[src/rtl/core/kvlp_pkg.sv]
package kvlp_pkg;

   // Width of one text byte and of one emitted character.
   localparam int BYTE_W = 8;

   // Default buffer sizes, terminator included.
   localparam int KEY_SIZE_DEF   = 16;
   localparam int VALUE_SIZE_DEF = 32;

   // Characters the parser reacts to.
   localparam logic [BYTE_W-1:0] CH_NUL   = 8'h00;
   localparam logic [BYTE_W-1:0] CH_TAB   = 8'h09;
   localparam logic [BYTE_W-1:0] CH_LF    = 8'h0A;
   localparam logic [BYTE_W-1:0] CH_CR    = 8'h0D;
   localparam logic [BYTE_W-1:0] CH_SPACE = 8'h20;
   localparam logic [BYTE_W-1:0] CH_HASH  = 8'h23;
   localparam logic [BYTE_W-1:0] CH_EQUAL = 8'h3D;
   localparam logic [BYTE_W-1:0] CH_BSL   = 8'h5C;
   localparam logic [BYTE_W-1:0] CH_N     = 8'h6E;

endpackage

[src/rtl/core/key_value_line_parser.sv]
// Key/value line parser.
// The req channel takes one text byte per item; a zero byte ends the text and
// also closes any open line. Bytes of a line are taken one per cycle while the
// block is idle; the key and value characters are written into two small
// synchronous memories as they arrive.
// At a line feed or a zero byte the block stops taking items and drains the
// accepted line on the rsp channel: key characters, then value characters,
// then an end marker for a zero byte, with last set on the final item.
// The drain reads the memories at one read per cycle while the output
// register is free; each read is registered and then moves into the output
// register. Items of one part follow one per cycle when the receiver does
// not stall. req_ready stays low until the last item has left the read
// stage and the drain returns to idle.
// A value byte that follows a backslash other than 'n' or a backslash
// goes through S_HOLD to write two characters through the single write port.
// A stalled receiver holds the output register and with it the drain.
// Reset returns the parser to the start of a line with nothing buffered.
module key_value_line_parser #(
   parameter int KEY_SIZE   = kvlp_pkg::KEY_SIZE_DEF,
   parameter int VALUE_SIZE = kvlp_pkg::VALUE_SIZE_DEF
) (
   input  logic                        clock,
   input  logic                        reset,
   input  logic                        req_valid,
   output logic                        req_ready,
   input  logic [kvlp_pkg::BYTE_W-1:0] req_text_byte,
   output logic                        rsp_valid,
   input  logic                        rsp_ready,
   output logic [kvlp_pkg::BYTE_W-1:0] rsp_out_char,
   output logic                        rsp_is_value,
   output logic                        rsp_end_of_text,
   output logic                        rsp_last
);

   localparam int KCW = $clog2(KEY_SIZE);
   localparam int VCW = $clog2(VALUE_SIZE);
   localparam logic [KCW-1:0] KMAX = KCW'(KEY_SIZE - 1);
   localparam logic [VCW-1:0] VMAX = VCW'(VALUE_SIZE - 1);

   typedef enum logic [2:0] {
      PH_LEAD, PH_SKIP, PH_KEY, PH_VLEAD, PH_VAL
   } phase_type;

   typedef enum logic [2:0] {
      S_IDLE, S_HOLD, S_KEY, S_VAL, S_EOT
   } state_type;

   typedef logic [kvlp_pkg::BYTE_W-1:0] byte_type;

   // Character memories.
   byte_type key_mem [KEY_SIZE];
   byte_type val_mem [VALUE_SIZE];
   byte_type krd_ff, vrd_ff;

   // Control state.
   state_type state_ff, state_in;
   phase_type phase_ff, phase_in;
   logic [KCW-1:0] key_count_ff, key_count_in, key_keep_ff, key_keep_in;
   logic [VCW-1:0] val_count_ff, val_count_in, val_keep_ff, val_keep_in;
   logic           esc_ff, esc_in;
   byte_type       hold_ff, hold_in;
   logic [KCW-1:0] klen_ff, klen_in, kidx_ff, kidx_in;
   logic [VCW-1:0] vlen_ff, vlen_in, vidx_ff, vidx_in;
   logic           eot_flag_ff, eot_flag_in;

   // Read pipeline tags and output register.
   logic     rd_pending_ff, rd_pending_in;
   logic     tag_value_ff, tag_value_in;
   logic     tag_eot_ff, tag_eot_in;
   logic     tag_last_ff, tag_last_in;
   logic     rsp_valid_ff;
   byte_type rsp_char_ff;
   logic     rsp_is_value_ff, rsp_eot_ff, rsp_last_ff;

   // Per-cycle decisions.
   byte_type c;
   logic     accept, end_byte, c_blank, emit_line;
   logic     kpush, vpush, vpush_keep;
   byte_type vpush_char;
   logic     k_full, v_full;
   logic [KCW-1:0] k_keep_new, k_count_new, kidx_nx;
   logic [VCW-1:0] v_keep_new, v_count_new, vidx_nx;
   logic     out_free, move, can_issue, k_issue, v_issue, e_issue;

   assign c         = req_text_byte;
   assign req_ready = (state_ff == S_IDLE);
   assign accept    = req_valid && req_ready;
   assign end_byte  = (c == kvlp_pkg::CH_NUL) || (c == kvlp_pkg::CH_LF);
   assign c_blank   = (c == kvlp_pkg::CH_SPACE) || (c == kvlp_pkg::CH_TAB);
   assign emit_line = (phase_ff == PH_VLEAD) || (phase_ff == PH_VAL);

   // Decide which store, if any, takes a character this cycle.
   always_comb begin
      kpush      = 1'b0;
      vpush      = 1'b0;
      vpush_keep = 1'b1;
      vpush_char = c;
      if (state_ff == S_HOLD) begin
         vpush      = 1'b1;
         vpush_char = hold_ff;
         vpush_keep = !((hold_ff == kvlp_pkg::CH_SPACE) || (hold_ff == kvlp_pkg::CH_TAB)
                        || (hold_ff == kvlp_pkg::CH_CR));
      end else if (accept) begin
         if (end_byte) begin
            // A dangling backslash is kept as a literal one.
            vpush      = esc_ff;
            vpush_char = kvlp_pkg::CH_BSL;
         end else begin
            case (phase_ff)
               PH_LEAD: begin
                  kpush = !c_blank && (c != kvlp_pkg::CH_HASH) && (c != kvlp_pkg::CH_CR)
                          && (c != kvlp_pkg::CH_EQUAL);
               end
               PH_KEY: begin
                  kpush = (c != kvlp_pkg::CH_EQUAL);
               end
               PH_VLEAD: begin
                  vpush      = !c_blank && (c != kvlp_pkg::CH_BSL);
                  vpush_keep = (c != kvlp_pkg::CH_CR);
               end
               PH_VAL: begin
                  if (esc_ff) begin
                     // Escaped newline, escaped backslash, or a literal backslash first.
                     vpush      = 1'b1;
                     vpush_char = (c == kvlp_pkg::CH_N) ? kvlp_pkg::CH_LF : kvlp_pkg::CH_BSL;
                  end else begin
                     vpush      = (c != kvlp_pkg::CH_BSL);
                     vpush_keep = !c_blank && (c != kvlp_pkg::CH_CR);
                  end
               end
               default: begin
               end
            endcase
         end
      end
   end

   // Counters and trimmed lengths after this cycle's push.
   always_comb begin
      k_full      = (key_count_ff == KMAX);
      v_full      = (val_count_ff == VMAX);
      k_keep_new  = key_keep_ff;
      k_count_new = key_count_ff;
      v_keep_new  = val_keep_ff;
      v_count_new = val_count_ff;
      if (kpush) begin
         if (!c_blank) begin
            k_keep_new = k_full ? key_count_ff : key_count_ff + 1'b1;
         end
         if (!k_full) begin
            k_count_new = key_count_ff + 1'b1;
         end
      end
      if (vpush) begin
         if (vpush_keep) begin
            v_keep_new = v_full ? val_count_ff : val_count_ff + 1'b1;
         end
         if (!v_full) begin
            v_count_new = val_count_ff + 1'b1;
         end
      end
   end

   // Drain read issue: one read in flight, held until the output takes it.
   assign out_free  = !rsp_valid_ff || rsp_ready;
   assign move      = rd_pending_ff && out_free;
   assign can_issue = !rd_pending_ff || move;
   assign k_issue   = (state_ff == S_KEY) && (kidx_ff != klen_ff) && can_issue;
   assign v_issue   = (state_ff == S_VAL) && (vidx_ff != vlen_ff) && can_issue;
   assign e_issue   = (state_ff == S_EOT) && eot_flag_ff && can_issue;
   assign kidx_nx   = kidx_ff + 1'b1;
   assign vidx_nx   = vidx_ff + 1'b1;

   // Next-state logic for the parser and the drain sequencer.
   always_comb begin
      state_in      = state_ff;
      phase_in      = phase_ff;
      key_count_in  = k_count_new;
      key_keep_in   = k_keep_new;
      val_count_in  = v_count_new;
      val_keep_in   = v_keep_new;
      esc_in        = esc_ff;
      hold_in       = hold_ff;
      klen_in       = klen_ff;
      vlen_in       = vlen_ff;
      kidx_in       = kidx_ff;
      vidx_in       = vidx_ff;
      eot_flag_in   = eot_flag_ff;
      rd_pending_in = k_issue || v_issue || e_issue || (rd_pending_ff && !move);
      tag_value_in  = tag_value_ff;
      tag_eot_in    = tag_eot_ff;
      tag_last_in   = tag_last_ff;

      case (state_ff)
         S_IDLE: begin
            if (accept) begin
               if (end_byte) begin
                  // Latch what to emit, then start a fresh line.
                  klen_in      = emit_line ? key_keep_ff : '0;
                  vlen_in      = emit_line ? v_keep_new : '0;
                  eot_flag_in  = (c == kvlp_pkg::CH_NUL);
                  kidx_in      = '0;
                  vidx_in      = '0;
                  phase_in     = PH_LEAD;
                  key_count_in = '0;
                  key_keep_in  = '0;
                  val_count_in = '0;
                  val_keep_in  = '0;
                  esc_in       = 1'b0;
                  state_in     = S_KEY;
               end else begin
                  case (phase_ff)
                     PH_LEAD: begin
                        if (!c_blank) begin
                           phase_in = kpush ? PH_KEY : PH_SKIP;
                        end
                     end
                     PH_KEY: begin
                        if (c == kvlp_pkg::CH_EQUAL) begin
                           phase_in = (key_keep_ff == '0) ? PH_SKIP : PH_VLEAD;
                        end
                     end
                     PH_VLEAD: begin
                        if (!c_blank) begin
                           phase_in = PH_VAL;
                           esc_in   = (c == kvlp_pkg::CH_BSL);
                        end
                     end
                     PH_VAL: begin
                        if (esc_ff) begin
                           esc_in = 1'b0;
                           if ((c != kvlp_pkg::CH_N) && (c != kvlp_pkg::CH_BSL)) begin
                              hold_in  = c;
                              state_in = S_HOLD;
                           end
                        end else begin
                           esc_in = (c == kvlp_pkg::CH_BSL);
                        end
                     end
                     default: begin
                     end
                  endcase
               end
            end
         end
         S_HOLD: begin
            state_in = S_IDLE;
         end
         S_KEY: begin
            if (kidx_ff == klen_ff) begin
               state_in = S_VAL;
            end else if (k_issue) begin
               kidx_in      = kidx_nx;
               tag_value_in = 1'b0;
               tag_eot_in   = 1'b0;
               tag_last_in  = (kidx_nx == klen_ff) && (vlen_ff == '0) && !eot_flag_ff;
            end
         end
         S_VAL: begin
            if (vidx_ff == vlen_ff) begin
               state_in = S_EOT;
            end else if (v_issue) begin
               vidx_in      = vidx_nx;
               tag_value_in = 1'b1;
               tag_eot_in   = 1'b0;
               tag_last_in  = (vidx_nx == vlen_ff) && !eot_flag_ff;
            end
         end
         S_EOT: begin
            if (e_issue) begin
               eot_flag_in  = 1'b0;
               tag_value_in = 1'b0;
               tag_eot_in   = 1'b1;
               tag_last_in  = 1'b1;
            end else if (!eot_flag_ff && (!rd_pending_ff || move)) begin
               state_in = S_IDLE;
            end
         end
         default: begin
            state_in = S_IDLE;
         end
      endcase
   end

   // State and registered outputs.
   always_ff @(posedge clock) begin
      if (reset) begin
         state_ff      <= S_IDLE;
         phase_ff      <= PH_LEAD;
         key_count_ff  <= '0;
         key_keep_ff   <= '0;
         val_count_ff  <= '0;
         val_keep_ff   <= '0;
         esc_ff        <= 1'b0;
         klen_ff       <= '0;
         vlen_ff       <= '0;
         kidx_ff       <= '0;
         vidx_ff       <= '0;
         eot_flag_ff   <= 1'b0;
         rd_pending_ff <= 1'b0;
         rsp_valid_ff  <= 1'b0;
      end else begin
         state_ff      <= state_in;
         phase_ff      <= phase_in;
         key_count_ff  <= key_count_in;
         key_keep_ff   <= key_keep_in;
         val_count_ff  <= val_count_in;
         val_keep_ff   <= val_keep_in;
         esc_ff        <= esc_in;
         klen_ff       <= klen_in;
         vlen_ff       <= vlen_in;
         kidx_ff       <= kidx_in;
         vidx_ff       <= vidx_in;
         eot_flag_ff   <= eot_flag_in;
         rd_pending_ff <= rd_pending_in;
         if (move) begin
            rsp_valid_ff <= 1'b1;
         end else if (rsp_ready) begin
            rsp_valid_ff <= 1'b0;
         end
      end
      hold_ff      <= hold_in;
      tag_value_ff <= tag_value_in;
      tag_eot_ff   <= tag_eot_in;
      tag_last_ff  <= tag_last_in;
      if (move) begin
         rsp_char_ff     <= tag_eot_ff ? kvlp_pkg::CH_NUL : (tag_value_ff ? vrd_ff : krd_ff);
         rsp_is_value_ff <= tag_value_ff;
         rsp_eot_ff      <= tag_eot_ff;
         rsp_last_ff     <= tag_last_ff;
      end
   end

   // Key memory: one write port, one registered read port.
   always_ff @(posedge clock) begin
      if (kpush && !k_full) begin
         key_mem[key_count_ff] <= c;
      end
      if (k_issue) begin
         krd_ff <= key_mem[kidx_ff];
      end
   end

   // Value memory: one write port, one registered read port.
   always_ff @(posedge clock) begin
      if (vpush && !v_full) begin
         val_mem[val_count_ff] <= vpush_char;
      end
      if (v_issue) begin
         vrd_ff <= val_mem[vidx_ff];
      end
   end

   assign rsp_valid       = rsp_valid_ff;
   assign rsp_out_char    = rsp_char_ff;
   assign rsp_is_value    = rsp_is_value_ff;
   assign rsp_end_of_text = rsp_eot_ff;
   assign rsp_last        = rsp_last_ff;

endmodule
[config.mk]
export PLATFORM = sky130hd
export DESIGN_NAME = key_value_line_parser
export DESIGN_NICKNAME = d
export VERILOG_FILES = /design/src/rtl/core/kvlp_pkg.sv /design/src/rtl/core/key_value_line_parser.sv
export SDC_FILE = /design/constraint.sdc
export NUM_CORES = 1
export LEC_CHECK = 0
export BUFFER_PORTS_ARGS = -buffer_cell sky130_fd_sc_hd__buf_2
export CAP_MARGIN = 20
export CORE_UTILIZATION = 57
export CTS_CLUSTER_SIZE = 14
export DETAILED_ROUTE_END_ITERATION = 10
export GPL_TIMING_DRIVEN = 1
export PLACE_DENSITY = 0.78
export SETUP_SLACK_MARGIN = 0.1
export SYNTH_ARGS = -nofsm -noshare
export SYNTH_HDL_FRONTEND = slang
export SYNTH_SLANG_ARGS = --single-unit
[constraint.sdc]
create_clock -name clock -period 3.31 [get_ports clock]
set_clock_uncertainty 0.1 [all_clocks]
set_input_delay 0.331 -clock clock [delete_from_list [all_inputs] [get_ports clock]]
set_output_delay 0.331 -clock clock [all_outputs]
set_load 0.01 [all_outputs]
== Yosys cells after proc, flatten, opt, wreduce, memory -nomap -nowiden ==
Memories as Yosys holds them, arrays and structs flattened. A register that Yosys moved wholly into a read port is not among the register bits.
Index checks and enable logic that the tools add are counted.
Widths: inputs -> output; s select.
Word-level totals
  register bits after elaboration: 68
  memories: 2
  output and inout bits: 13
  memory bits (writable): 384
Memory list
  val_mem: words 32, bits a word 8, read ports 1, clocked after memory_dff 1, write ports 1, line key_value_line_parser.sv:52  | byte_type val_mem [VALUE_SIZE];
  key_mem: words 16, bits a word 8, read ports 1, clocked after memory_dff 1, write ports 1, line key_value_line_parser.sv:51  | byte_type key_mem [KEY_SIZE];
Cells by class
  muxes and demuxes: 98
  bitwise gates (word level): 1
  $add $sub $neg: 4
  eq/ne operators: 46
  reduce and logical (&&, ||, !) cells: 60
Operators by type and width (count)
  $mux 5: 15
  $mux 4: 15
  $mux 8: 6
  $mux 3: 13
  $mux 1: 34
  $eq 8x4->1 const B: 4
  $eq 8x6->1 const B: 3
  $logic_and 1x1->1: 21
  $reduce_and 6->1: 3
  $eq 8x7->1 const B: 2
  $ne 8x6->1 const B: 2
  $ne 8x7->1 const B: 2
  $eq 3x2->1 const B: 4
  $ne 2x2->1 const B: 6
  $pmux 3 s4: 1
  $add 5x1->5 const B: 2
  $eq 5x5->1: 2
  $logic_or 1x1->1: 10
  $ne 2x1->1 const B: 5
  $pmux 1 s2: 5
  $pmux 5 s2: 1
  $reduce_and 5->1: 2
  $ne 3x1->1 const B: 3
  $ne 3x3->1 const B: 3
  26 further kinds: 45

== Longest topological paths before layout ==
  word-level depth: 14
  depth in mapped cells: 10

== Worst setup path before layout ==
OpenSTA, ideal clock, no wires.
  path type: in2reg
  from: input req_text_byte[4] (netlist bit)
  to: memory val_mem[28][0] (netlist bit), enable pin
  cell stages on the path: 8
  setup slack: 0.208 ns
  arrival: 2.607 ns
  setup time: 0.395 ns
  path through: buf_6 -> nor4_4 -> and3_1 -> buf_6 -> o221ai_4 -> o31ai_4 -> nand2_1 -> nor4_1
On the way
  cells in the longest elaborated chain, start to end: 11
  elaborated cells on any way between the ends: 17
  classes of those cells: eq/ne (4); mux (7); reduce/logical (6)
RTL lines
  start, declared: line key_value_line_parser.sv:26  | input logic [kvlp_pkg::BYTE_W-1:0] req_text_byte,
  $eq 8x6->1 or $eq 8x4->1 (tied branches): line key_value_line_parser.sv:89  | assign c_blank = (c == kvlp_pkg::CH_SPACE) || (c == kvlp_pkg::CH_TAB);
  $logic_or 1x1->1: line key_value_line_parser.sv:89
  $logic_not 1->1
  $logic_and 1x1->1: line key_value_line_parser.sv:118  | vpush = !c_blank && (c != kvlp_pkg::CH_BSL);
  $pmux 1 s2: line key_value_line_parser.sv:109  | case (phase_ff)
  $mux 1 (*): line key_value_line_parser.sv:104  | if (end_byte) begin
  $mux 1 (*): line key_value_line_parser.sv:103  | end else if (accept) begin
  $mux 1 (*): line key_value_line_parser.sv:98  | if (state_ff == S_HOLD) begin
  $logic_and 1x1->1 (*): line key_value_line_parser.sv:346  | if (vpush && !v_full) begin
  $mux 1 (*): line key_value_line_parser.sv:346
  $mux 1 (implied by the code) (*): line key_value_line_parser.sv:347  | val_mem[val_count_ff] <= vpush_char;
  end, declared: line key_value_line_parser.sv:52
Mark *: on every way between the ends. The rest lies on a longest branch, timed or not.

== Worst setup path after layout ==
  from: input req_text_byte[7] (netlist bit)
  to: memory val_mem[15][5] (netlist bit), enable pin
The elaborated chain is that of the path after synthesis.

==> run metrics <==
Min-Delay Startpoint req_text_byte[1]; dpl hpwl 28.0 mm; most numerous cell in the Yosys netlist edfxtp_1; Starting Density 58.6%; Hold EP hold_ff[1]; Syn Area/Cell between 15 and 20 sq um; Core Box Area ~0.033 sq mm; Total Wirelength 45.7 mm; cell taking the most area after synthesis edfxtp_1; vias in the first global route 10700; I/O pin cnt 25; Routed Antenna Nets 0; die height 186 um; Fillers 2142; # DRC 0; Mapped Cells 1078; CTS tree built; post-synthesis register bit count 468; r2r setup slk 0.21 ns; area delta synth->final 13.0%; total of max-cap violations 0; sequential share of the synthesized area just over 70%; CTS max path bufs 3; Std-Cell Rows between 60 and 70; relative slew slack 26.2%; worst r2r src phase_ff[0]; asr flop ratio synth 0%; Post-synth EDFFs 422; CP Launch Type input pin; CTS clk-pin slew, worst paths 0.06 ns; Inserted Clock Buffers 45; top cell type's share of synthesized area between 60% and 70%; vias ~11000; largest net degree at the start of global routing between 60 and 70; WP data required approximately 3.4 ns; CTS root buf clkbuf_16; type of the tightest min-delay check in -> reg; Most used DFF post-synth edfxtp_1; initial antenna violation count 2; Die W 186 um; Worst Hold Depth 1; maximum fanout along the worst path 8; WS Path Type in -> reg; fin util 66.2%; die area 0.0345 sq mm; Worst-Margin Slew 1.10 ns; Final #Nets 1199; largest cells by area after synthesis edfxtp_1 66%, mux4_2 14%, dfxtp_1 4.8%; GPL Wtd Cong 0.860; first-pass GRT wire length 67.5 mm; Tcrit/Tclk final a little over nine tenths; run status completed; First-pass DRT Iterations 5; Initial DRC Count between 1000 and 1500; FF/Latch Area ~0.014 sq mm; input/output buffers 24; Final min period 3.19 ns; most common library cells after synthesis 422 x edfxtp_1, 120 x mux4_2, 81 x nor2_1; H-tree lvl count 2; layout cells sized above 1 26.4%; Max IR drop VDD between 400 and 500 uV; post-synthesis cell type count 74; CP Data Arrival Time 3.27 ns; r2r endpoint val_mem[15][5]; YS warnings 0; Final TNS setup 0 ns; RSZ-0062 raised after global routing true; # setup viols final 0; Pins Over Slew Limit 0; all-layer global routing usage between 20% and 30%; clock sinks 468; PD cells 547 mW/mm^2; R2R depth 6; GRT Residual Overflow 0; Vias/cell 6.56; post-DR wirelength/cell 27.6 um; area of the mapped netlist 0.0192 sq mm; Crit. End Element register; antenna fix cells 0; Final Hold Viols 0; max frequency 313 MHz; area of the multi-input gates 0.00542 sq mm; Worst-Skew Late Latency between 0.5 and 0.6 ns; Leakage approximately 7 nW
## critical path, cell delays in order
cell           delay (ns)
dlygate4sd3_1        0.53
buf_2                0.18
nor2_1               0.26
and3_1               0.29
o221ai_4             0.14
o31ai_4              0.54
nand3b_1             0.35
nor2_1               0.65
## logic make-up after synthesis
| logic type | after synthesis | share of synthesized area, % |
|---|---|---|
| compound gates | 110 | 4.05 |
| simple gates | 256 | 7.02 |
| xor+xnor | 21 | 0.955 |
| other cells | 1 | 0.0195 |
| buf+inv | 75 | 1.72 |
| flops | 468 | 70.6 |
| mux | 137 | 15.0 |
| fa+ha+maj | 10 | 0.650 |
## metal layers
| metal | up-vias | wire [um] | global-route usage (%) |
|---|---|---|---|
| met2 | 665 | 21600 | 42.0 |
| met3 | 85 | 4990 | 7.53 |
| met5 | - | 23 | 0 |
| li1 | 4536 | - | - |
| met4 | 4 | 1280 | 8.92 |
| met1 | 5578 | 17800 | 38.6 |
## final cells by class
type	instances	area share [%]
Clock buffer	55	5.39
Clock inverter	29	1.07
Inverter	16	0.276
Multi-Input combinational cell	550	24.9
Sequential cell	468	62.5
Tap cell	442	2.54
Timing Repair Buffer	96	3.30
## registers in the layout, summed over array words and instances, names as in the netlist, 3 cells and up
| register | flops |
|---|---|
| rsp_out_char | 8 |
| key_keep_ff | 4 |
| klen_ff | 4 |
| val_keep_ff | 5 |
| state_ff | 3 |
| val_count_ff | 5 |
| key_mem | 128 |
| phase_ff | 3 |
| key_count_ff | 4 |
| vidx_ff | 5 |
| vrd_ff | 8 |
| vlen_ff | 5 |
| val_mem | 256 |
| kidx_ff | 4 |
| hold_ff | 8 |
| krd_ff | 8 |
## layout by cell type (no fill, tap or decap), types with 16 or more instances in the layout
master / Yosys / layout
dfxtp_1: 46 / 43
a21oi_1: 32 / 29
nor2_1: 81 / 80
buf_2: 15 / 24
buf_4: 0 / 65
edfxtp_1: 422 / 422
nor3_1: 27 / 27
nand2_1: 41 / 41
inv_1: 16 / 16
clkbuf_16: 0 / 45
mux4_2: 120 / 120
nand3_1: 28 / 28
conb_1: 1 / 16
## through the flow
step                setup slack, ns  cell area, sq um  hold WS (ns)  std cells  total power, mW
floorplan                     0.208             19300         0.300       1093             6.89
global placement              0.189             20300         0.365       1568             7.06
detailed placement            0.167             20300         0.367       1568             7.08
CTS                           0.181             21700       0.00188       1655             11.9
global route                0.00888             21800        0.0175       1656             12.2
finish                        0.119             21800        0.0191       1656             11.9
## repair_timing
item | 4_1_cts | 5_1_grt
setup endpoints to repair | 0 | 44
endpoints found under the hold margin | 9 | 0
hold buffers | 3 | 0
resized for setup | 0 | 1
buffers inserted | 0 | 0
## how the worst max path moves through the flow
stage                     cells after the start              from              to
after floorplan                               8  req_text_byte[4]  val_mem[28][0]
after global placement                        7  req_text_byte[5]  val_mem[15][2]
after detailed placement                      7  req_text_byte[5]  val_mem[12][4]
after CTS                                     8  req_text_byte[7]  val_mem[12][5]
after global routing                          8  req_text_byte[7]  val_mem[15][5]
final                                         8  req_text_byte[7]  val_mem[15][5]
## report_power, final
part / total [mW] / leakage [nW] / internal (mW) / switching (mW)
clock: 4.93 / 0.688 / 2.77 / 2.15
combinational: 0.430 / 2.10 / 0.145 / 0.286
sequential: 6.54 / 4.18 / 6.50 / 0.0400
total: 11.9 / 6.97 / 9.41 / 2.48
Note: power is estimated with default switching activity, not from simulation.
